## src/rtl/gesl_pkg.sv

```systemverilog
// ---------------------------------------------------------------------------
// gesl_pkg: shared types and constants of the Gaussian elimination solver
// Command and status bundles between the controller and the datapath.
// ---------------------------------------------------------------------------
package gesl_pkg;

    localparam int DATA_W            = 32;  // Q-format word
    localparam int IDX_W             = 3;   // unknown_index width
    localparam int CFG_FIELD_W       = 4;   // unknown_count register width
    localparam int APB_AW            = 3;   // byte address of one 32-bit register
    localparam int APB_DW            = 32;
    localparam int RESET_COUNT       = 3;
    localparam int REG_UNKNOWN_COUNT = 0;   // register index

    typedef struct packed {
        logic mem_we;      // write matrix store
        logic wsel_sub;    // matrix write data: 1 = difference, 0 = coefficient
        logic opa_mem;     // opa <= matrix read data
        logic opa_sub;     // opa <= saturated difference
        logic opb_mem;     // opb <= matrix read data
        logic opb_sol;     // opb <= solution read data
        logic ratio_mem;   // ratio <= matrix read data
        logic ratio_quot;  // ratio <= divider quotient
        logic mul;         // product <= ratio * opb
        logic rnd;         // rounded product <= round/saturate(product)
        logic div_start;   // divide opa by opb
        logic sol_we;      // solution store <= divider quotient
        logic out_ld;      // load result register
        logic out_err;
        logic out_last;
    } t_dp_cmd;

    typedef struct packed {
        logic opb_zero;
        logic div_busy;
        logic div_done;
        logic out_free;
    } t_dp_sts;

endpackage

```

## src/rtl/gesl_ctrl.sv

```systemverilog
// ---------------------------------------------------------------------------
// gesl_ctrl: solver sequencer
// Load counter, configuration register and the elimination / back
// substitution / emit state machine.
// ---------------------------------------------------------------------------
module gesl_ctrl
    import gesl_pkg::*;
#(
    parameter int MAX_UNKNOWNS = 8
) (
    input  logic                                         i_clk,
    input  logic                                         i_rst_n,
    input  logic                                         i_cfg_we,
    input  logic [CFG_FIELD_W-1:0]                       i_cfg_value,
    output logic [APB_DW-1:0]                            o_cfg_rdata,
    input  logic                                         i_coefficient_valid,
    output logic                                         o_coefficient_stall,
    output t_dp_cmd                                      o_cmd,
    input  t_dp_sts                                      i_sts,
    output logic [$clog2(MAX_UNKNOWNS*(MAX_UNKNOWNS+1))-1:0] o_mem_addr,
    output logic [$clog2(MAX_UNKNOWNS)-1:0]              o_sol_waddr,
    output logic [$clog2(MAX_UNKNOWNS)-1:0]              o_sol_raddr,
    output logic [IDX_W-1:0]                             o_out_idx
);

    localparam int CW = $clog2(MAX_UNKNOWNS + 1);
    localparam int AW = $clog2(MAX_UNKNOWNS * (MAX_UNKNOWNS + 1));
    localparam int SW = $clog2(MAX_UNKNOWNS);
    localparam int NS = 27;

    typedef enum logic [NS-1:0] {
        S_LOAD    = NS'(1) << 0,
        S_PIV_RD  = NS'(1) << 1,
        S_PIV_LT  = NS'(1) << 2,
        S_PIV_CHK = NS'(1) << 3,
        S_EJ_RD   = NS'(1) << 4,
        S_EJ_LT   = NS'(1) << 5,
        S_DIV     = NS'(1) << 6,
        S_DIV_WT  = NS'(1) << 7,
        S_K_RDI   = NS'(1) << 8,
        S_K_RDJ   = NS'(1) << 9,
        S_K_MUL   = NS'(1) << 10,
        S_K_RND   = NS'(1) << 11,
        S_K_WR    = NS'(1) << 12,
        S_B_RDN   = NS'(1) << 13,
        S_B_LTN   = NS'(1) << 14,
        S_B_RDJ   = NS'(1) << 15,
        S_B_LTJ   = NS'(1) << 16,
        S_B_MUL   = NS'(1) << 17,
        S_B_RND   = NS'(1) << 18,
        S_B_SUB   = NS'(1) << 19,
        S_B_RDD   = NS'(1) << 20,
        S_B_LTD   = NS'(1) << 21,
        S_B_DIV   = NS'(1) << 22,
        S_B_DWT   = NS'(1) << 23,
        S_E_RD    = NS'(1) << 24,
        S_E_OUT   = NS'(1) << 25,
        S_ERR     = NS'(1) << 26
    } t_state;

    t_state        r_state, n_state;
    logic [CW-1:0] r_count, r_i, n_i, r_j, n_j, r_k, n_k, r_e, n_e;
    logic [AW-1:0] r_pos, n_pos;
    logic [CW-1:0] row, col;
    logic [CW:0]   width;
    logic [2*CW:0] row_base;
    logic [AW:0]   total;
    logic          accept;

    assign width    = {1'b0, r_count} + 1'b1;
    assign total    = (AW+1)'(r_count * width);
    assign row_base = row * width;
    assign accept   = i_coefficient_valid && (r_state == S_LOAD);

    assign o_coefficient_stall = (r_state != S_LOAD);
    assign o_cfg_rdata         = APB_DW'(r_count);
    assign o_sol_waddr         = r_i[SW-1:0];
    assign o_out_idx           = IDX_W'(r_e);

    always_comb begin
        case (r_state)
            S_EJ_RD:                  begin row = r_j; col = r_i; end
            S_K_RDI:                  begin row = r_i; col = r_k; end
            S_K_RDJ, S_K_WR:          begin row = r_j; col = r_k; end
            S_B_RDN:                  begin row = r_i; col = r_count; end
            S_B_RDJ:                  begin row = r_i; col = r_j; end
            default:                  begin row = r_i; col = r_i; end
        endcase
        if (r_state == S_LOAD) begin
            o_mem_addr = r_pos;
        end else begin
            o_mem_addr = AW'(row_base + (2*CW+1)'(col));
        end
        o_sol_raddr = (r_state == S_B_RDJ) ? r_j[SW-1:0] : r_e[SW-1:0];
    end

    always_comb begin
        n_state = r_state;
        n_i     = r_i;
        n_j     = r_j;
        n_k     = r_k;
        n_e     = r_e;
        n_pos   = r_pos;
        o_cmd   = '0;
        case (r_state)
            S_LOAD: begin
                if (accept) begin
                    o_cmd.mem_we = 1'b1;
                    if (({1'b0, r_pos} + 1'b1) == total) begin
                        n_pos   = '0;
                        n_i     = '0;
                        n_j     = CW'(1);
                        n_state = S_PIV_RD;
                    end else begin
                        n_pos = r_pos + 1'b1;
                    end
                end
            end
            S_PIV_RD: n_state = S_PIV_LT;
            S_PIV_LT: begin
                o_cmd.opb_mem = 1'b1;
                n_state       = S_PIV_CHK;
            end
            S_PIV_CHK: begin
                if (i_sts.opb_zero) begin
                    n_state = S_ERR;
                end else if (r_j < r_count) begin
                    n_state = S_EJ_RD;
                end else if ((r_i + 1'b1) < r_count) begin
                    n_i     = r_i + 1'b1;
                    n_j     = r_i + CW'(2);
                    n_state = S_PIV_RD;
                end else begin
                    n_i     = r_count - 1'b1;
                    n_state = S_B_RDN;
                end
            end
            S_EJ_RD: n_state = S_EJ_LT;
            S_EJ_LT: begin
                o_cmd.opa_mem = 1'b1;
                n_state       = S_DIV;
            end
            S_DIV: begin
                o_cmd.div_start = 1'b1;
                n_state         = S_DIV_WT;
            end
            S_DIV_WT: begin
                if (i_sts.div_done) begin
                    o_cmd.ratio_quot = 1'b1;
                    n_k              = r_i;
                    n_state          = S_K_RDI;
                end
            end
            S_K_RDI: n_state = S_K_RDJ;
            S_K_RDJ: begin
                o_cmd.opb_mem = 1'b1;
                n_state       = S_K_MUL;
            end
            S_K_MUL: begin
                o_cmd.opa_mem = 1'b1;
                o_cmd.mul     = 1'b1;
                n_state       = S_K_RND;
            end
            S_K_RND: begin
                o_cmd.rnd = 1'b1;
                n_state   = S_K_WR;
            end
            S_K_WR: begin
                o_cmd.mem_we   = 1'b1;
                o_cmd.wsel_sub = 1'b1;
                if (r_k == r_count) begin
                    n_j     = r_j + 1'b1;
                    n_state = S_PIV_RD;
                end else begin
                    n_k     = r_k + 1'b1;
                    n_state = S_K_RDI;
                end
            end
            S_B_RDN: n_state = S_B_LTN;
            S_B_LTN: begin
                o_cmd.opa_mem = 1'b1;
                n_j           = r_i + 1'b1;
                n_state       = ((r_i + 1'b1) < r_count) ? S_B_RDJ : S_B_RDD;
            end
            S_B_RDJ: n_state = S_B_LTJ;
            S_B_LTJ: begin
                o_cmd.ratio_mem = 1'b1;
                o_cmd.opb_sol   = 1'b1;
                n_state         = S_B_MUL;
            end
            S_B_MUL: begin
                o_cmd.mul = 1'b1;
                n_state   = S_B_RND;
            end
            S_B_RND: begin
                o_cmd.rnd = 1'b1;
                n_state   = S_B_SUB;
            end
            S_B_SUB: begin
                o_cmd.opa_sub = 1'b1;
                n_j           = r_j + 1'b1;
                n_state       = ((r_j + 1'b1) < r_count) ? S_B_RDJ : S_B_RDD;
            end
            S_B_RDD: n_state = S_B_LTD;
            S_B_LTD: begin
                o_cmd.opb_mem = 1'b1;
                n_state       = S_B_DIV;
            end
            S_B_DIV: begin
                o_cmd.div_start = 1'b1;
                n_state         = S_B_DWT;
            end
            S_B_DWT: begin
                if (i_sts.div_done) begin
                    o_cmd.sol_we = 1'b1;
                    if (r_i == '0) begin
                        n_e     = '0;
                        n_state = S_E_RD;
                    end else begin
                        n_i     = r_i - 1'b1;
                        n_state = S_B_RDN;
                    end
                end
            end
            S_E_RD: n_state = S_E_OUT;
            S_E_OUT: begin
                if (i_sts.out_free) begin
                    o_cmd.out_ld   = 1'b1;
                    o_cmd.out_last = ((r_e + 1'b1) == r_count);
                    if ((r_e + 1'b1) == r_count) begin
                        n_state = S_LOAD;
                    end else begin
                        n_e     = r_e + 1'b1;
                        n_state = S_E_RD;
                    end
                end
            end
            S_ERR: begin
                if (i_sts.out_free) begin
                    o_cmd.out_ld   = 1'b1;
                    o_cmd.out_err  = 1'b1;
                    o_cmd.out_last = 1'b1;
                    n_state        = S_LOAD;
                end
            end
            default: n_state = S_LOAD;
        endcase
        if (i_cfg_we) begin
            n_pos = '0;
        end
    end

    always_ff @(posedge i_clk) begin
        if (!i_rst_n) begin
            r_state <= S_LOAD;
            r_count <= CW'(RESET_COUNT);
            r_pos   <= '0;
            r_i     <= '0;
            r_j     <= '0;
            r_k     <= '0;
            r_e     <= '0;
        end else begin
            r_state <= n_state;
            r_pos   <= n_pos;
            r_i     <= n_i;
            r_j     <= n_j;
            r_k     <= n_k;
            r_e     <= n_e;
            if (i_cfg_we) begin
                if (i_cfg_value == '0) begin
                    r_count <= CW'(1);
                end else if (int'(i_cfg_value) > MAX_UNKNOWNS) begin
                    r_count <= CW'(MAX_UNKNOWNS);
                end else begin
                    r_count <= CW'(i_cfg_value);
                end
            end
        end
    end

endmodule

```

## config.mk

```make
export PLATFORM = sky130hd
export DESIGN_NAME = gesl_ctrl
export DESIGN_NICKNAME = d
export VERILOG_FILES = /design/src/rtl/gesl_pkg.sv /design/src/rtl/gesl_ctrl.sv
export SDC_FILE = /design/constraint.sdc
export NUM_CORES = 1
export LEC_CHECK = 0
export BUFFER_PORTS_ARGS = -buffer_cell sky130_fd_sc_hd__buf_2
export CORE_MARGIN = 3
export CORE_UTILIZATION = 60
export CTS_BUF_LIST = sky130_fd_sc_hd__clkbuf_8
export CTS_CLUSTER_DIAMETER = 60
export DETAILED_ROUTE_END_ITERATION = 10
export PLACE_DENSITY = 0.8
export SLEW_MARGIN = 5
export SYNTH_ARGS = -nofsm -noshare
export SYNTH_HDL_FRONTEND = slang
export SYNTH_SLANG_ARGS = --single-unit
export TNS_END_PERCENT = 1
```

## constraint.sdc

```tcl
create_clock -name i_clk -period 14.7 [get_ports i_clk]
set_clock_uncertainty 0.2 [all_clocks]
set_input_delay 1.47 -clock i_clk [delete_from_list [all_inputs] [get_ports i_clk]]
set_output_delay 1.47 -clock i_clk [all_outputs]
set_load 0.02 [all_outputs]
```

# --- Word level (Yosys, flattened, before mapping) ---
# Index checks and enable logic that the tools add are counted.
totals:
  reg_bits: 54
  inputBits: 12
  output_inout_bits: 64
  word_cells: 155
op_classes:
  addsub: 11
  mul: 2
  n_lt_le_gt_ge: 4
  n_eq_ne: 45
  n_mux: 64
  n_bitwise: 1
  reduce_logical: 21
op_table:
  columns: ["op", "count"]
  rows:
  - ["27-bit one-hot mux with 27 select lines", 1]
  - ["27-bit two-way mux", 7]
  - ["4-bit two-way mux", 22]
  - ["25-bit two-way mux", 2]
  - ["21-bit two-way mux", 2]
  - ["14-bit two-way mux", 2]
  - ["27-bit by 1-bit equality test with 1-bit output, second input constant", 1]
  - ["27-bit by 10-bit equality test with 1-bit output, second input constant", 1]
  - ["27-bit by 11-bit equality test with 1-bit output, second input constant", 1]
  - ["27-bit by 12-bit equality test with 1-bit output, second input constant", 1]
  - ["27-bit by 13-bit equality test with 1-bit output, second input constant", 1]
  - ["27-bit by 14-bit equality test with 1-bit output, second input constant", 1]
  - ["27-bit by 15-bit equality test with 1-bit output, second input constant", 1]
  - ["27-bit by 16-bit equality test with 1-bit output, second input constant", 1]
  - ["27-bit by 17-bit equality test with 1-bit output, second input constant", 1]
  - ["27-bit by 18-bit equality test with 1-bit output, second input constant", 1]
  - ["27-bit by 19-bit equality test with 1-bit output, second input constant", 1]
  - ["27-bit by 2-bit equality test with 1-bit output, second input constant", 1]
  - ["27-bit by 20-bit equality test with 1-bit output, second input constant", 1]
  - ["27-bit by 21-bit equality test with 1-bit output, second input constant", 1]
  - ["27-bit by 22-bit equality test with 1-bit output, second input constant", 1]
  - ["27-bit by 23-bit equality test with 1-bit output, second input constant", 1]
  - ["27-bit by 24-bit equality test with 1-bit output, second input constant", 1]
  - ["27-bit by 25-bit equality test with 1-bit output, second input constant", 1]
  - ["47 further kinds", 94]

# --- Logic depth before layout (Yosys ltp) ---
# Gate-level depths: netlist of run 1.
depth:
  depth_word: 6
  ltp_mapped: 22
  depth_no_buf: 20

# --- Least setup slack after synthesis of run 1 ---
# Ideal clock, no wire load.
synth_timing:
  path_type: "register to output"
  startpoint: "reg r_state[0]"
  endpoint: "out o_mem_addr[6]"
  arrival_ns: 5.015
  t_required_ns: 13.030
  path_slack_ns: 8.015
  stages_incl_launch_ff: 18
  n_path_buf: 0
  path_cell_list: "dfxtp_1 -> nor4_2 -> nand2_2 -> or4_1 -> nand3_2 -> mux2i_1 -> nand2b_1 -> fa_1 -> fa_1 -> fa_1 -> inv_1 -> ha_1 -> a21oi_1 -> o21ai_0 -> xnor2_1 -> xnor2_1 -> xnor2_1 -> mux2_2"
synth_between:
  elab_chain_len: 6
  word_cells_on_any_way: 14
  classes_between: "add/sub (1); mul (1); eq/ne (7); mux (3); reduce/logical (2)"
synth_rtl:
  columns: ["item", "line_no", "source"]
  rows:
  - ["start, declared", "gesl_ctrl.sv:61", "t_state r_state, n_state;"]
  - ["start signal, assigned", "gesl_ctrl.sv:263", "r_state <= n_state;"]
  - ["27-bit by 13-bit equality test with 1-bit output (tied with other cells)", "gesl_ctrl.sv:81", "case (r_state)"]
  - ["3-bit OR reduction (no source line)", null, null]
  - ["4-bit two-way mux", "gesl_ctrl.sv:81", null]
  - ["4-bit by 5-bit multiplier with 7-bit output", "gesl_ctrl.sv:72", "assign row_base = row * width;"]
  - ["7-bit by 4-bit adder with 7-bit output", "gesl_ctrl.sv:92", "o_mem_addr = AW'(row_base + (2*CW+1)'(col));"]
  - ["7-bit two-way mux *", "gesl_ctrl.sv:89", "if (r_state == S_LOAD) begin"]
  - ["end, declared", "gesl_ctrl.sv:20", "output logic [$clog2(MAX_UNKNOWNS*(MAX_UNKNOWNS+1))-1:0] o_mem_addr,"]
# Mark *: on every way between the ends. The rest lies on a longest branch, timed or not.

# --- Worst setup path after layout of run 1 ---
layout_timing:
  startpoint: "reg r_state[4]"
  endpoint: "out o_mem_addr[6]"
# The elaborated chain is that of the path after synthesis.

==> flow_summary_export.csv, run 1 <==
group,metric,value,unit
logic_synthesis,avgSynthCellArea,7.645,um2
place,dp_cells,832,
min_path,min_path_cells,2,
floorplan,rows,34,
logic_synthesis,synth-simple-area-share,29.80,%
layout,finalNetCount,805,
setup_path,crit_path_start_kind,"flip-flop",
logic_synthesis,synth_top_flop_cell,"dfxtp_1",
logic_synthesis,ys_warn_count,0,
grt,grt_antenna_before_repair,0,
logic_synthesis,synthMuxAreaShare,1.547,%
logic_synthesis,synthAdderAreaFrac,16.25,%
sta,final_max_slew_viol_count,0,
clock_tree,cts_made_buffers,5,
setup_path,worstSetupPathType,"reg2out",
setup_path,worst_path_max_delay_cell,"or4_1",
logic_synthesis,synth_common_cells,"nor2_1, nand2_1, dfxtp_1",
clock_tree,clk_pin_slew,0.11,ns
sta,fin_crit_sh,54.93,%
sta,hold_slack,0.2788,ns
setup_path,ff2ff_path_depth,15,
power,peakVddDrop,0.04412,mV
clock_tree,cts_buffer_depth,2,
logic_synthesis,synth_top_area_share,19.94,%
sta,final-setup-viol-count,0,
setup_path,cpPeakStageDelay,0.67,ns
status,status,"completed",
logic_synthesis,synth_most_common_cell,"nor2_1",
logic_synthesis,synth_edf_count,0,
floorplan,die_area,10210,um2
logic_synthesis,syn-cell-area,5420,um2
floorplan,core,8763,um2
min_path,holdCritPathClass,"reg2reg",
floorplan,ios,76,
sta,timing.max_slew.rel_slack,44.63,%
power,pwr_density_cell,65.77,nW/um2
layout,antennaDiodeCount,0,
grt,grt_pass1_wl,23200,um
clock_tree,htreeDepth,2,
layout,fill_cells,770,
clock_tree,postCtsSetupRepairBufs,0,
route,first_pass_iters,7,
sta,tightestPinTransition,0.8295,ns
grt,grt.total_usage,28.06,%
logic_synthesis,synth_area_leaders,"dfxtp_1, ha_1, nor2_1",
route,dr_total_vias,5053,
sta,min_period,8.074,ns
clock_tree,clock_sinks,54,
logic_synthesis,synthDistinctLibCells,66,
sta,rsz0062_at_grt,"no",
setup_path,crit_path_end_kind,"primary output",
place,dp_hpwl,10870,um
sta,fin_setup_tns,0,ns
route,drc_errors,0,
setup_path,path_max_fanout,15,
sta,hold_viol,0,
logic_synthesis,seq_area_frac_synth,19.94,%
power,power.leakage,0.002580,uW
route,drtIter0Drc,422,
sta,timing.fmax,123.8,MHz
route,drt-vias-per-instance,6.015,
layout,final_cells,840,
clock_tree,cts_resized,0,
floorplan,die_y,101.0,um
logic_synthesis,synth-compound-area-share,14.22,%
clock_tree,root_buffer,"clkbuf_8",
clock_tree,clock_latency,0.31,ns
layout,syn_to_final_growth,4.040,%
logic_synthesis,synthXorXnorAreaFrac,7.918,%
route,wl_per_cell,16.87,um
grt,overflow,0,
place,gp_routability_congestion,0.9398,
route,ant_nets,0,
place,port_buffers,46,
logic_synthesis,async_flop_share,0,%
floorplan,dieWidth,101.0,um
setup_path,arrival,6.40,ns
clock_tree,cts_hold_buf,0,
logic_synthesis,netlist_instances,709,
logic_synthesis,ys_ff_latch,54,
logic_synthesis,post-synth-top-area-cell,"dfxtp_1",
floorplan,initial_core_util,61.85,%
grt,grt_max_degree,22,
setup_path,worstPathCellList,"nor4_2, nand4_2, or4_1, nand3_2, mux2i_1, nand2b_1, fa_1, fa_1, fa_1, inv_1, ha_1, a21oi_1, o21ai_0, xnor2_1, xnor2_1, xnor2_1, mux2_2, buf_2",
clock_tree,cts_tree,"yes",
job,cap_viol_max_count,0,
setup_path,critical_path_required,13.03,ns
logic_synthesis,synth_top_family_by_area,"simple AND/OR/NAND/NOR gates",
layout,layout-drive-gt1-share,10.66,%
route,routed_wl,14170,um
grt,grt_pass1_vias,4908,
-- final timing paths --
path,start,to,slack (ns)
setup / recovery,r_state[4],o_mem_addr[6],6.63
hold / removal,r_e[3],r_e[3],0.28
setup reg to reg,r_count[0],r_state[1],8.51
hold reg to reg,r_e[3],r_e[3],0.28
-- cell families after synthesis --
family                   Yosys count
buffers and inverters            109
flip-flops                        54
AO/OA/AOI/OAI                    128
adder cells (fa/ha/maj)           62
AND/OR/NAND/NOR                  298
other                              1
XOR/XNOR                          49
multiplexers                       8
-- layout make-up --
cell class / count / area (um2) / share of cell area (%)
inverters: 48 / 180.2 / 3.195
clock buffers: 7 / 96.34 / 1.708
repair buffers: 49 / 252.7 / 4.482
multi-input cells: 573 / 3885 / 68.89
flip-flops and latches: 54 / 1081 / 19.17
clock inverters: 1 / 8.758 / 0.1553
well taps: 108 / 135.1 / 2.396
-- worst max-delay path: cells and delay by family, from the launching register on --
family                   cells  cell delay [ns]
AO/OA/AOI/OAI                2             0.39
XOR/XNOR                     3             0.45
adder cells (fa/ha/maj)      4             1.83
buffers and inverters        2             0.21
flip-flops                   1             0.37
multiplexers                 2             0.78
AND/OR/NAND/NOR              5             2.06
-- layer usage --
metal	share of wire (%)	vias up	global-route usage, %	wire [um]
met3	8.0	37	4.567	1129
met1	41	2331	35.60	5814
met5	0	-	0	0
met2	48	256	47.13	6804
li1	-	2429	-	-
met4	3.0	0	11.45	424
-- power breakdown --
part           internal (uW)  total (uW)  switching [uW]
clock                   43.4        96.4            53.0
combinational           39.8         116            76.6
sequential               150         158            8.65
total                    233         371             138
-- metrics by stage --
stage	area, um2	worst slack, ns	utilization, %	total power, uW
floorplan	5522	8.015	-	250.9
global placement	5534	7.223	63.15	271.5
detailed placement	5534	7.006	63.15	274.7
CTS	5639	6.623	64.35	369.3
global route	5639	6.197	64.35	390.1
finish	5639	6.626	64.35	370.9
-- sequential cells by signal, summed over array words and instances (netlist names) --
signal,count
r_count,4
r_state,27
r_e,4
r_k,4
r_j,4
r_pos,7
r_i,4
-- cells in the final DEF (no fill, tap or decap), types with 5 or more instances in the layout --
| cell | count |
|---|---|
| nor2_1 | 77 |
| nand2_1 | 70 |
| dfxtp_1 | 54 |
| a21oi_1 | 50 |
| ha_1 | 48 |
| inv_1 | 47 |
| buf_2 | 46 |
| xnor2_1 | 31 |
| o21ai_0 | 28 |
| conb_1 | 28 |
| nand3_1 | 21 |
| nand2b_1 | 18 |
| xor2_1 | 18 |
| fa_1 | 14 |
| or3_1 | 13 |
| nor3_1 | 10 |
| and2_1 | 10 |
| nor2b_1 | 9 |
| nor3b_1 | 7 |
| nand3b_1 | 7 |
| clkbuf_8 | 7 |
| nor4_2 | 6 |
| nor4_1 | 6 |
| nand4b_1 | 6 |
| nand4_1 | 5 |
| a21o_1 | 5 |
| mux2i_1 | 5 |
| a22oi_1 | 5 |
| o211ai_1 | 5 |
No activity file was read; power rests on OpenSTA's default activity.
==> run 2, diff against run 1 <==
ABC_AREA = 1   (was unset)
PLACE_DENSITY = 0.79   (was 0.8)
clock period = 7.9 ns   (was 14.7 ns; I/O delays follow)
==> run 2 against run 1 <==
Global-route usage is 0.40 points lower. Hold slack better by 0.038 ns. Power grew to 3.6 times the previous value. Die area is 11% higher. Clock-buffer cell count is 2 lower.
==> flow_summary_export.csv, run 2 <==
group,metric,value,unit
status,status,"completed",
route,drtIter0Drc,422,
min_path,hold_start,"r_e[3]",
floorplan,dieWidth,106.3,um
clock_tree,cts_buffer_depth,2,
logic_synthesis,synth_top_flop_cell,"dfxtp_1",
setup_path,path_max_fanout,18,
clock_tree,cts_tree,"yes",
logic_synthesis,synthAdderAreaFrac,14.58,%
floorplan,die_y,106.3,um
sta,final_max_slew_viol_count,0,
setup_path,worstSetupPathType,"reg2out",
logic_synthesis,avgSynthCellArea,6.413,um2
logic_synthesis,seq_area_frac_synth,17.90,%
place,place_area,6146,um2
min_path,holdCritPathClass,"reg2reg",
logic_synthesis,synth-compound-area-share,10.48,%
sta,fin_setup_tns,0,ns
floorplan,rows,35,
logic_synthesis,synthXorXnorAreaFrac,3.045,%
route,dr_total_vias,5808,
place,port_buffers,46,
logic_synthesis,post-synth-top-area-cell,"dfxtp_1",
logic_synthesis,ys_warn_count,0,
logic_synthesis,synth_most_common_cell,"nand2_1",
sta,final-setup-viol-count,0,
clock_tree,clk_pin_slew,0.12,ns
logic_synthesis,synth-simple-area-share,38.38,%
grt,overflow,0,
clock_tree,postCtsSetupRepairBufs,0,
setup_path,worst_path_max_delay_cell,"fa_1",
grt,grt_pass1_vias,5318,
layout,largest_register_ffs,27,
floorplan,core,9503,um2
logic_synthesis,synth_common_cells,"nand2_1, inv_1, nor2_1",
layout,finalNetCount,1042,
setup_path,crit_path_start_kind,"flip-flop",
clock_tree,root_buffer,"clkbuf_8",
logic_synthesis,async_flop_share,0,%
layout,antennaDiodeCount,0,
setup_path,critical_path_required,6.91,ns
route,ant_nets,0,
setup_path,path_common_cell,"nand2_1",
clock_tree,clock_latency,0.33,ns
setup_path,cpPeakStageDelay,0.51,ns
layout,final_cell_area,6240,um2
setup_path,crit_path_end_kind,"primary output",
route,wl_per_cell,13.70,um
sta,timing.fmax,151.2,MHz
route,drt-vias-per-instance,5.290,
layout,final_cell_mix,"nand2_1, inv_1, nor2_1",
clock_tree,htreeDepth,2,
logic_synthesis,synth_area_leaders,"dfxtp_1, nand2_1, ha_1",
power,p_total,1329,uW
power,peakVddDrop,0.1428,mV
place,dp_hpwl,12000,um
setup_path,crit_buf_inv,4,
power,pwr_density_cell,213.0,nW/um2
clock_tree,cts_resized,0,
route,first_pass_iters,5,
sta,timing.max_slew.rel_slack,51.23,%
place,gp_routability_congestion,0.9213,
layout,reg_top3,"r_state: 27 flops, r_pos: 7 flops",
layout,regMostFlops,"r_state",
layout,final_common_cell,"nand2_1",
logic_synthesis,synth_top_area_share,17.90,%
setup_path,startpoint,"r_state[24]",
power,power.leakage,0.003299,uW
grt,grt.total_usage,27.66,%
floorplan,initial_core_util,63.57,%
layout,layout-drive-gt1-share,12.59,%
logic_synthesis,synth_top_family_by_area,"simple AND/OR/NAND/NOR gates",
logic_synthesis,synth_edf_count,0,
route,drc_errors,0,
job,cap_viol_max_count,0,
logic_synthesis,netlist_instances,942,
clock_tree,clock_sinks,54,
layout,syn_to_final_growth,3.293,%
floorplan,die_area,11310,um2
route,routed_wl,15040,um
clock_tree,cts_made_buffers,5,
grt,grt_pass1_wl,25620,um
sta,fin_crit_sh,83.73,%
setup_path,r2r_start,"r_count[0]",
logic_synthesis,synthDistinctLibCells,48,
logic_synthesis,syn-cell-area,6041,um2
sta,tightestPinTransition,0.7306,ns
logic_synthesis,ys_ff_latch,54,
logic_synthesis,synthMuxAreaShare,0,%
grt,grt_antenna_before_repair,0,
sta,rsz0062_at_grt,"no",
sta,hold_viol,0,
floorplan,ios,76,
setup_path,crit_family,"simple AND/OR/NAND/NOR gates",
clock_tree,cts_hold_buf,0,
grt,grt_max_degree,33,
sta,min_period,6.614,ns
setup_path,arrival,5.62,ns
-- run 2: final cells by class --
class / instances / area (um2)
sequential: 54 / 1081
tap: 129 / 161.4
timing repair buffer: 47 / 237.7
multi-input combinational: 715 / 4121
inverter: 145 / 544.3
fill: 957 / 3263
clock buffer: 5 / 68.82
clock inverter: 3 / 25.02
-- run 2: cell families after synthesis --
logic type / Yosys count
AO/OA/AOI/OAI: 107
XOR/XNOR: 21
adder cells (fa/ha/maj): 62
buffers and inverters: 200
flip-flops: 54
other: 1
AND/OR/NAND/NOR: 497
-- run 2: through the flow --
step           hold slack (ns)  instances  worst slack, ns  utilization (%)
2_1_floorplan           0.2771        969            2.492                -
4_1_cts                 0.3169       1098            1.284            65.66
3_5_place_dp            0.3005       1090            1.683            64.67
6_report                0.3168       1098            1.286            65.66
5_1_grt                 0.3645       1098           0.7598            65.66
3_3_place_gp            0.2959       1090            1.694            64.67
-- run 2: worst paths after layout --
path	end	slack, ns	cells past startpoint
worst max-delay path	o_mem_addr[6]	1.29	25
worst min-delay path	r_e[3]	0.32	2
worst max register to register	r_state[7]	2.55	21
worst min register to register	r_e[3]	0.32	2
-- run 2: report_power, final --
group / total (uW) / internal, uW / switching (uW) / leakage [uW]
sequential: 360 / 307 / 52.7 / 0.000439
combinational: 797 / 239 / 559 / 0.00282
clock: 172 / 64.4 / 107 / 0.0000447
-- run 2: layer usage --
metal	vias up	GRT usage [%]	wire length [um]
met2	222	42.94	6445
met3	24	3.764	1151
li1	2997	-	-
met4	0	7.493	292
met1	2565	40.09	7152
met5	-	0	0
-- run 2: worst register-to-register path, stage by stage, from the launching register on --
cell and delay (ns):
dfxtp_1 0.81, inv_1 0.34, ha_1 0.48, nand2_1 0.10, fa_1 0.51, fa_1 0.53
fa_1 0.46, inv_1 0.08, nand2_1 0.05, nand2_1 0.14, inv_1 0.06, nand2_1 0.06
nand2_1 0.05, nor2_1 0.09, nand2_1 0.06, nor2_1 0.14, nand4_1 0.12, nand2_2 0.26
nand3_4 0.41, nand2_1 0.17, nand2_1 0.06, nor2_1 0.11
